File: src/sv/indexed_list_store_top_macros.svh
// Assertion macros shared by the list store RTL
`ifndef INDEXED_LIST_STORE_TOP_MACROS_SVH
`define INDEXED_LIST_STORE_TOP_MACROS_SVH

// Same-cycle implication, clocked on clk, off during reset
`define ILS_ASSERT_NOW(lbl, ante, cons, msg) \
	lbl: assert property (@(posedge clk) disable iff (!arst_n) (ante) |-> (cons)) \
		else $error(msg);

// Next-cycle implication, clocked on clk, off during reset
`define ILS_ASSERT_NXT(lbl, ante, cons, msg) \
	lbl: assert property (@(posedge clk) disable iff (!arst_n) (ante) |=> (cons)) \
		else $error(msg);

`endif

File: src/sv/ils_pkg.sv
// Shared constants and types for the indexed list store
package ils_pkg;

	// Default sizing
	localparam int unsigned CAPACITY_DEF     = 64;
	localparam int unsigned ELEMENT_BITS_DEF = 32;

	// Fixed port widths
	localparam int unsigned CMD_BITS     = 3;
	localparam int unsigned POS_BITS     = 7;
	localparam int unsigned ELEM_IN_BITS = 32;
	localparam int unsigned VALUE_BITS   = 32;
	localparam int unsigned FPOS_BITS    = 6;
	localparam int unsigned COUNT_BITS   = 7;

	// Command codes
	typedef enum logic [CMD_BITS-1:0] {
		CMD_APPEND    = 3'd0,
		CMD_INSERT    = 3'd1,
		CMD_OVERWRITE = 3'd2,
		CMD_READ      = 3'd3,
		CMD_REMOVE    = 3'd4,
		CMD_SEARCH    = 3'd5,
		CMD_CLEAR     = 3'd6
	} cmd_t;

	// Sequencer states
	typedef enum logic [2:0] {
		ST_IDLE,
		ST_SHIFT,
		ST_FINAL,
		ST_RDWAIT,
		ST_SEARCH,
		ST_DONE
	} state_t;

endpackage

File: src/sv/ils_ram.sv
// Generic single-write, single-read RAM with registered read data
module ils_ram #(
	parameter int unsigned WIDTH = 32,
	parameter int unsigned DEPTH = 64
) (
	input  logic                     clk,
	input  logic                     wr_en,
	input  logic [$clog2(DEPTH)-1:0] wr_addr,
	input  logic [WIDTH-1:0]         wr_data,
	input  logic                     rd_en,
	input  logic [$clog2(DEPTH)-1:0] rd_addr,
	output logic [WIDTH-1:0]         rd_data
);

	logic [WIDTH-1:0] mem_q [DEPTH];
	logic [WIDTH-1:0] rd_data_q;

	// Write port
	always_ff @(posedge clk) begin
		if (wr_en) begin
			mem_q[wr_addr] <= wr_data;
		end
	end

	// Registered read port
	always_ff @(posedge clk) begin
		if (rd_en) begin
			rd_data_q <= mem_q[rd_addr];
		end
	end

	assign rd_data = rd_data_q;

endmodule

File: src/sv/indexed_list_store_top.sv
// Indexed list store: an ordered list of nonzero words in one RAM, worked by a small
// sequencer. Every command takes one word and gives one result word. Insert at the end
// of the list and remove of the last entry move no other entries, and search stops at
// the first match. The entry RAM has a single read port and a single write port, and
// shifting moves one entry per cycle. The block is not ready while a command is in
// progress; a finished result sits in an output register, so the next word can be taken
// while it waits. No clearing pass is needed after reset.
`include "indexed_list_store_top_macros.svh"

module indexed_list_store_top #(
	parameter int unsigned CAPACITY     = ils_pkg::CAPACITY_DEF,
	parameter int unsigned ELEMENT_BITS = ils_pkg::ELEMENT_BITS_DEF
) (
	input  logic                              clk,
	input  logic                              arst_n,
	// Command channel
	input  logic                              cmd_valid,
	output logic                              cmd_ready,
	input  logic [ils_pkg::CMD_BITS-1:0]      command,
	input  logic [ils_pkg::POS_BITS-1:0]      position,
	input  logic [ils_pkg::ELEM_IN_BITS-1:0]  element,
	// Response channel
	output logic                              rsp_valid,
	input  logic                              rsp_ready,
	output logic                              status,
	output logic [ils_pkg::VALUE_BITS-1:0]    value,
	output logic                              found,
	output logic [ils_pkg::FPOS_BITS-1:0]     found_position,
	output logic [ils_pkg::COUNT_BITS-1:0]    count
);

	localparam int unsigned IW = $clog2(CAPACITY);
	localparam int unsigned CW = $clog2(CAPACITY + 1);
	localparam int unsigned PW = (CW > ils_pkg::POS_BITS) ? CW : ils_pkg::POS_BITS;

	ils_pkg::state_t state_q, state_d;
	ils_pkg::cmd_t   cmd_q;

	logic [CW-1:0]           count_q;
	logic [IW-1:0]           pos_q;
	logic [ELEMENT_BITS-1:0] elem_q;
	logic [IW-1:0]           scan_q;
	logic [IW-1:0]           dst_q;
	logic                    more_q;
	logic                    pend_q;

	// Result being built
	logic                          res_status_q;
	logic [ils_pkg::VALUE_BITS-1:0] res_value_q;
	logic                          res_found_q;
	logic [IW-1:0]                 res_fpos_q;

	// Output register
	logic                           rsp_valid_q;
	logic                           status_q;
	logic [ils_pkg::VALUE_BITS-1:0] value_q;
	logic                           found_q;
	logic [ils_pkg::FPOS_BITS-1:0]  fpos_q;
	logic [ils_pkg::COUNT_BITS-1:0] count_out_q;

	// RAM port signals
	logic                    ram_wr_en;
	logic [IW-1:0]           ram_wr_addr;
	logic [ELEMENT_BITS-1:0] ram_wr_data;
	logic                    ram_rd_en;
	logic [IW-1:0]           ram_rd_addr;
	logic [ELEMENT_BITS-1:0] ram_rd_data;

	// Decode of the incoming word
	logic                    accept;
	logic [ELEMENT_BITS-1:0] elem_in;
	logic                    elem_nz;
	logic [PW-1:0]           pos_in;
	logic [PW-1:0]           n_ext;
	logic                    pos_lt;
	logic                    pos_le;
	logic                    pos_eq;
	logic                    not_full;
	logic                    cmd_ok;

	// Sequencer helpers
	logic shift_last;
	logic search_last;
	logic hit;
	logic rsp_free;

	assign accept    = cmd_valid && cmd_ready;
	assign cmd_ready = (state_q == ils_pkg::ST_IDLE);
	assign rsp_free  = !rsp_valid_q || rsp_ready;
	assign hit       = (ram_rd_data == elem_q);

	// Bounds and element checks for the incoming word
	always_comb begin
		elem_in  = ELEMENT_BITS'(element);
		elem_nz  = |elem_in;
		pos_in   = PW'(position);
		n_ext    = PW'(count_q);
		pos_lt   = pos_in < n_ext;
		pos_le   = pos_in <= n_ext;
		pos_eq   = pos_in == n_ext;
		not_full = count_q != CW'(CAPACITY);
		case (command)
			ils_pkg::CMD_APPEND:    cmd_ok = elem_nz && not_full;
			ils_pkg::CMD_INSERT:    cmd_ok = elem_nz && not_full && pos_le;
			ils_pkg::CMD_OVERWRITE: cmd_ok = elem_nz && pos_lt;
			ils_pkg::CMD_READ:      cmd_ok = pos_lt;
			ils_pkg::CMD_REMOVE:    cmd_ok = pos_lt;
			ils_pkg::CMD_SEARCH:    cmd_ok = elem_nz;
			ils_pkg::CMD_CLEAR:     cmd_ok = 1'b1;
			default:                cmd_ok = 1'b0;
		endcase
	end

	// Last read of a shift or a scan
	always_comb begin
		if (cmd_q == ils_pkg::CMD_INSERT) begin
			shift_last = (scan_q == pos_q);
		end else begin
			shift_last = (CW'(scan_q) == count_q);
		end
		search_last = ((CW'(scan_q) + CW'(1)) == count_q);
	end

	// Next state
	always_comb begin
		state_d = state_q;
		case (state_q)
			ils_pkg::ST_IDLE: begin
				if (accept) begin
					if (!cmd_ok) begin
						state_d = ils_pkg::ST_DONE;
					end else begin
						case (command)
							ils_pkg::CMD_INSERT:
								state_d = pos_eq ? ils_pkg::ST_DONE : ils_pkg::ST_SHIFT;
							ils_pkg::CMD_READ:   state_d = ils_pkg::ST_RDWAIT;
							ils_pkg::CMD_REMOVE: state_d = ils_pkg::ST_RDWAIT;
							ils_pkg::CMD_SEARCH:
								state_d = (count_q == '0) ? ils_pkg::ST_DONE
								                          : ils_pkg::ST_SEARCH;
							default:             state_d = ils_pkg::ST_DONE;
						endcase
					end
				end
			end
			ils_pkg::ST_SHIFT: begin
				if (!more_q && pend_q) begin
					state_d = (cmd_q == ils_pkg::CMD_INSERT) ? ils_pkg::ST_FINAL
					                                        : ils_pkg::ST_DONE;
				end
			end
			ils_pkg::ST_FINAL: state_d = ils_pkg::ST_DONE;
			ils_pkg::ST_RDWAIT: begin
				if (cmd_q == ils_pkg::CMD_REMOVE && CW'(pos_q) < count_q) begin
					state_d = ils_pkg::ST_SHIFT;
				end else begin
					state_d = ils_pkg::ST_DONE;
				end
			end
			ils_pkg::ST_SEARCH: begin
				if (pend_q && (hit || !more_q)) begin
					state_d = ils_pkg::ST_DONE;
				end
			end
			ils_pkg::ST_DONE: begin
				if (rsp_free) begin
					state_d = ils_pkg::ST_IDLE;
				end
			end
			default: state_d = ils_pkg::ST_IDLE;
		endcase
	end

	// RAM port control
	always_comb begin
		ram_wr_en   = 1'b0;
		ram_wr_addr = '0;
		ram_wr_data = elem_in;
		ram_rd_en   = 1'b0;
		ram_rd_addr = '0;
		case (state_q)
			ils_pkg::ST_IDLE: begin
				if (accept && cmd_ok) begin
					case (command)
						ils_pkg::CMD_APPEND: begin
							ram_wr_en   = 1'b1;
							ram_wr_addr = IW'(count_q);
						end
						ils_pkg::CMD_INSERT: begin
							ram_wr_en   = pos_eq;
							ram_wr_addr = IW'(position);
						end
						ils_pkg::CMD_OVERWRITE: begin
							ram_wr_en   = 1'b1;
							ram_wr_addr = IW'(position);
						end
						ils_pkg::CMD_READ: begin
							ram_rd_en   = 1'b1;
							ram_rd_addr = IW'(position);
						end
						ils_pkg::CMD_REMOVE: begin
							ram_rd_en   = 1'b1;
							ram_rd_addr = IW'(position);
						end
						default: ;
					endcase
				end
			end
			ils_pkg::ST_SHIFT: begin
				ram_rd_en   = more_q;
				ram_rd_addr = scan_q;
				ram_wr_en   = pend_q;
				ram_wr_addr = dst_q;
				ram_wr_data = ram_rd_data;
			end
			ils_pkg::ST_FINAL: begin
				ram_wr_en   = 1'b1;
				ram_wr_addr = pos_q;
				ram_wr_data = elem_q;
			end
			ils_pkg::ST_SEARCH: begin
				ram_rd_en   = more_q;
				ram_rd_addr = scan_q;
			end
			default: ;
		endcase
	end

	// Control registers
	always_ff @(posedge clk or negedge arst_n) begin
		if (!arst_n) begin
			state_q     <= ils_pkg::ST_IDLE;
			count_q     <= '0;
			more_q      <= 1'b0;
			pend_q      <= 1'b0;
			rsp_valid_q <= 1'b0;
		end else begin
			state_q <= state_d;
			case (state_q)
				ils_pkg::ST_IDLE: begin
					more_q <= 1'b1;
					pend_q <= 1'b0;
					if (accept && cmd_ok) begin
						case (command)
							ils_pkg::CMD_APPEND: count_q <= count_q + CW'(1);
							ils_pkg::CMD_INSERT: count_q <= count_q + CW'(1);
							ils_pkg::CMD_REMOVE: count_q <= count_q - CW'(1);
							ils_pkg::CMD_CLEAR:  count_q <= '0;
							default: ;
						endcase
					end
				end
				ils_pkg::ST_SHIFT: begin
					pend_q <= more_q;
					if (more_q && shift_last) begin
						more_q <= 1'b0;
					end
				end
				ils_pkg::ST_RDWAIT: begin
					more_q <= 1'b1;
					pend_q <= 1'b0;
				end
				ils_pkg::ST_SEARCH: begin
					pend_q <= more_q;
					if (more_q && search_last) begin
						more_q <= 1'b0;
					end
				end
				default: ;
			endcase
			if (state_q == ils_pkg::ST_DONE && rsp_free) begin
				rsp_valid_q <= 1'b1;
			end else if (rsp_ready) begin
				rsp_valid_q <= 1'b0;
			end
		end
	end

	// Datapath registers
	always_ff @(posedge clk) begin
		case (state_q)
			ils_pkg::ST_IDLE: begin
				if (accept) begin
					cmd_q        <= ils_pkg::cmd_t'(command);
					pos_q        <= IW'(position);
					elem_q       <= elem_in;
					res_status_q <= !cmd_ok;
					res_value_q  <= '0;
					res_found_q  <= 1'b0;
					res_fpos_q   <= '0;
					if (command == ils_pkg::CMD_INSERT) begin
						scan_q <= IW'(count_q - CW'(1));
					end else begin
						scan_q <= '0;
					end
				end
			end
			ils_pkg::ST_SHIFT: begin
				if (more_q) begin
					if (cmd_q == ils_pkg::CMD_INSERT) begin
						dst_q  <= scan_q + IW'(1);
						scan_q <= scan_q - IW'(1);
					end else begin
						dst_q  <= scan_q - IW'(1);
						scan_q <= scan_q + IW'(1);
					end
				end
			end
			ils_pkg::ST_RDWAIT: begin
				res_value_q <= ils_pkg::VALUE_BITS'(ram_rd_data);
				scan_q      <= pos_q + IW'(1);
			end
			ils_pkg::ST_SEARCH: begin
				if (more_q) begin
					dst_q  <= scan_q;
					scan_q <= scan_q + IW'(1);
				end
				if (pend_q && hit) begin
					res_found_q <= 1'b1;
					res_fpos_q  <= dst_q;
				end
			end
			default: ;
		endcase
		if (state_q == ils_pkg::ST_DONE && rsp_free) begin
			status_q    <= res_status_q;
			value_q     <= res_value_q;
			found_q     <= res_found_q;
			fpos_q      <= ils_pkg::FPOS_BITS'(res_fpos_q);
			count_out_q <= ils_pkg::COUNT_BITS'(count_q);
		end
	end

	// Entry storage
	ils_ram #(
		.WIDTH (ELEMENT_BITS),
		.DEPTH (CAPACITY)
	) u_entries (
		.clk     (clk),
		.wr_en   (ram_wr_en),
		.wr_addr (ram_wr_addr),
		.wr_data (ram_wr_data),
		.rd_en   (ram_rd_en),
		.rd_addr (ram_rd_addr),
		.rd_data (ram_rd_data)
	);

	assign rsp_valid      = rsp_valid_q;
	assign status         = status_q;
	assign value          = value_q;
	assign found          = found_q;
	assign found_position = fpos_q;
	assign count          = count_out_q;

	// Checks
	`ILS_ASSERT_NXT(a_busy_after_accept, accept, !cmd_ready, "ready held after accepting a word")

	`ILS_ASSERT_NOW(a_count_in_range, 1'b1, count_q <= CW'(CAPACITY), "entry count above capacity")

	`ILS_ASSERT_NOW(a_no_rw_clash, ram_rd_en && ram_wr_en, ram_rd_addr != ram_wr_addr, "read and write hit the same entry")

	`ILS_ASSERT_NOW(a_write_states, ram_wr_en, state_q == ils_pkg::ST_IDLE || state_q == ils_pkg::ST_SHIFT || state_q == ils_pkg::ST_FINAL, "entry write outside a writing state")

endmodule

File: config.mk
export PLATFORM = sky130hd
export DESIGN_NAME = indexed_list_store_top
export DESIGN_NICKNAME = d
export VERILOG_FILES = /design/src/sv/ils_pkg.sv /design/src/sv/ils_ram.sv /design/src/sv/indexed_list_store_top.sv
export VERILOG_INCLUDE_DIRS = /design/src /design/src/sv
export SDC_FILE = /design/constraint.sdc
export NUM_CORES = 2
export LEC_CHECK = 0
export BUFFER_PORTS_ARGS = -buffer_cell sky130_fd_sc_hd__buf_2
export CORE_MARGIN = 1
export CORE_UTILIZATION = 50
export DETAILED_ROUTE_END_ITERATION = 7
export PLACE_DENSITY = 0.65
export SETUP_SLACK_MARGIN = 0.15
export SLEW_MARGIN = 10
export SYNTH_ARGS = -nofsm -noshare
export SYNTH_HDL_FRONTEND = slang
export SYNTH_HIERARCHICAL = 1
export SYNTH_SLANG_ARGS = --single-unit
export TNS_END_PERCENT = 50
File: constraint.sdc
create_clock -name clk -period 13.3 [get_ports clk]
set_input_delay 2.66 -clock clk [delete_from_list [all_inputs] [get_ports clk]]
set_output_delay 2.66 -clock clk [all_outputs]
set_load 0.01 [all_outputs]
==> results.cfg <==
[finish]
final_cell_mix = edfxtp_1, mux4_2, clkbuf_16
area_growth_pct = 12.53
final_nets = 4443
layout_commonest_cell = edfxtp_1
drive_above_1_share_pct = 26.56
design_area_um2 = 98350
fill_cells = 12780
multi_input_area_um2 = 19890
regArea_um2 = 66990

[hold_path]
hold_path_depth = 0
hp-start = res_value_q[15]
hold_path_end = value[15]
hold_path.class = reg -> reg

[die]
die-area_um2 = 176500
std_cell_rows = 153
fp.dieW_um = 420.1
core_area_um2 = 173800
initial_core_util_pct = 50.28
io_pins = 95
fp.dieH_um = 420.1

[clock_network]
cts_tree = yes
clkLatencyLatePin_ns = 0.85
cts-root-buf = clkbuf_16
postCtsSetupRepairBufs = 0
clockBufferDepth = 3
numCtsBuffers = 213
hold_buffers = 0
h-tree-depth = 4
path_clk_slew_ns = 0.06
numClockSinks = 2233
ctsResizeCount = 0

[placed_design]
dp_hpwl_mm = 124.4
place_area_um2 = 91560
place_congestion = 0.9170
io_buffers = 94

[yosys]
yosys.area_share.xor_xnor_pct = 0.6213
synth.area.mux_share_pct = 15.21
synth_fa_ha_area_share_pct = 0.2434
ys_async_sr_fraction_pct = 0.5822
synth_compound_area_share_pct = 3.128
synth_cells = 4156
syn_area_um2 = 87400
ys_seq_area_share_pct = 76.65
synth_cell_types = 71
synth_seq_cells = 2233
avgSynthCellArea_um2 = 21.03
syn-num-nets = 4219
dominantRegCellSynth = edfxtp_1
synth_edf_count = 2220
yosys_warnings = 6
synth_top_family_by_area = multiplexers
synth_simple_gate_area_share_pct = 2.789

[setup_path]
r2r_slack_ns = 5.70
worstSetupPathType = in -> reg
path_max_fanout = 56
max_stage_delay_ns = 0.84
crit_chain = buf_2 > ha_1 > a21oi_1 > a21oi_1 > a2111oi_1 > o211a_1 > o31a_2 > nand3_1 > o21ai_4 > buf_4 > buf_4 > buf_4 > mux4_2 > o221ai_1 > a21oi_1 > a21oi_1 > nor2_1
path_delay_family = compound AO/OA/AOI/OAI gates
timing.critical_path.to_type = register
critPathLaunchType = primary input
critical-path-slowest-cell = buf_4
r2r_end = u_entries/rd_data[12]
reg2reg_depth = 17
path_buf_inv = 4
arrival_ns = 9.07
cp_common_cell = a21oi_1
worstReg2RegStart = count_q[2]
worst_ep_required_time_ns = 13.84

[detailed_routing]
vias_per_cell = 6.418
postRouteAntennaNets = 0
dr.pass1.iters = 7
drt_first_iter_violations = 6197
vias = 44190
routedWlPerCell_um = 32.89
drc = 0
wl_mm = 226.5

[power_and_ir_drop]
intPower_uw = 14900
p_per_area_nw_per_um2 = 228.7
seq_power_share_pct = 41.4
p_comb_share_pct = 32.4
static-leakage-power_uw = 0.03029
switching_share_pct = 33.75
ir_drop_v = 0.0002041
power_switching_uw = 7590
p_clk_share_pct = 26.2

[job]
maxCapViolCount = 0

[sta]
fin_setup_tns_ns = 0
fmax_mhz = 117.2
min_period_over_period_pct = 64.17
worst_pin_slew_ns = 1.275
clock_skew_ns = 0.02897
fin_crit_ns = 8.535
slew_violations = 0
rsz0062_at_grt = no
finalHoldViolCount = 0
max_slew_margin_pct = 14.98
hold_ws_ns = 0.4187
setup_viol = 0

[global_route]
grt_pass1_vias = 43020
grt_pass1_wl_mm = 318.6
overflow = 0
grt_antenna_before_repair = 12
grt_use_total_pct = 25.86
grt_max_degree = 108

[run_status]
run_status = completed
## registers in the layout, summed over array words and instances (netlist names), 7 cells and up
signal,flops
u_entries/mem_q,2048
elem_q,32
res_value_q,32
u_entries/rd_data,32
value,32
count,7
count_q,7
## layer usage
| metal | global-route usage [%] | up-vias | wire, um |
|---|---|---|---|
| met5 | 0 | - | 43 |
| met4 | 8.468 | 6 | 7385 |
| met3 | 5.016 | 344 | 23090 |
| met2 | 40.20 | 2418 | 106600 |
| met1 | 37.10 | 23550 | 89370 |
| li1 | - | 17880 | - |
## cells by family (layout without fill, tap and decap cells)
family / after synthesis / in the layout
compound gates: 412 / 412
xor+xnor: 62 / 62
fa+ha+maj: 17 / 17
buf+inv: 260 / 660
flops: 2233 / 2233
mux: 648 / 648
other cells: 0 / 4
simple gates: 524 / 524
## per-stage QoR
| stage | setup slack [ns] | power [uW] | std cells | utilization, % |
|---|---|---|---|---|
| floorplan | 5.708 | 13810 | 4156 | - |
| global placement | 4.068 | 16620 | 6489 | 52.68 |
| detailed placement | 3.981 | 16690 | 6489 | 52.68 |
| CTS | 4.863 | 22520 | 6880 | 56.57 |
| global route | 4.549 | 23170 | 6883 | 56.58 |
| finish | 4.765 | 22490 | 6885 | 56.58 |
## power groups by stage
stage	Clock [uW]	Sequential (uW)	Combinational [uW]
final	5900	9310	7280
after global routing	6220	9320	7630
after CTS	5970	9300	7260
after global placement	0	9450	7170
after floorplan	0	9300	4510
after detailed placement	0	9450	7240
## layout make-up
type,count,area share (%)
antenna,4,0.01018
inverter,23,0.08778
tap,2325,2.958
sequential,2233,68.12
clock inverter,130,1.142
clock buffer,261,5.733
multi-input combinational,1663,20.23
timing repair buffer,246,1.721
## cells in the mapped netlist, drive strengths merged (30+ instances only)
cell type  number  area share (%)
nor2          206            0.88
a22o           30            0.30
a21oi         125            0.72
a22oi          49            0.42
mux2i         104             1.2
clkbuf        122            0.52
and3           47            0.34
nand2         136            0.58
buf           115            0.74
xor2           41            0.41
o22ai          95            0.68
o221ai         33            0.33
edfxtp       2220              76
mux4          544              14
## worst max-delay path by stage
stage | start | cells after the start | end | slack [ns]
2_1_floorplan | position[2] | 11 | u_entries/mem_q[49][0] | 5.71
3_3_place_gp | position[2] | 17 | u_entries/rd_data[12] | 4.07
3_5_place_dp | position[2] | 17 | u_entries/rd_data[12] | 3.98
4_1_cts | position[2] | 17 | u_entries/rd_data[12] | 4.86
5_1_grt | position[2] | 17 | u_entries/rd_data[12] | 4.55
6_report | position[2] | 17 | u_entries/rd_data[12] | 4.77
## worst register-to-register path: cells and delay by family (launching register included)
| kind | cells | cell delay (ns) |
|---|---|---|
| adder cells (fa/ha/maj) | 1 | 0.37 |
| AND/OR/NAND/NOR | 2 | 0.61 |
| multiplexers | 1 | 0.63 |
| AO/OA/AOI/OAI | 9 | 2.81 |
| buffers and inverters | 4 | 2.18 |
| flip-flops | 1 | 0.70 |
Power figures use the tool's default switching activity.
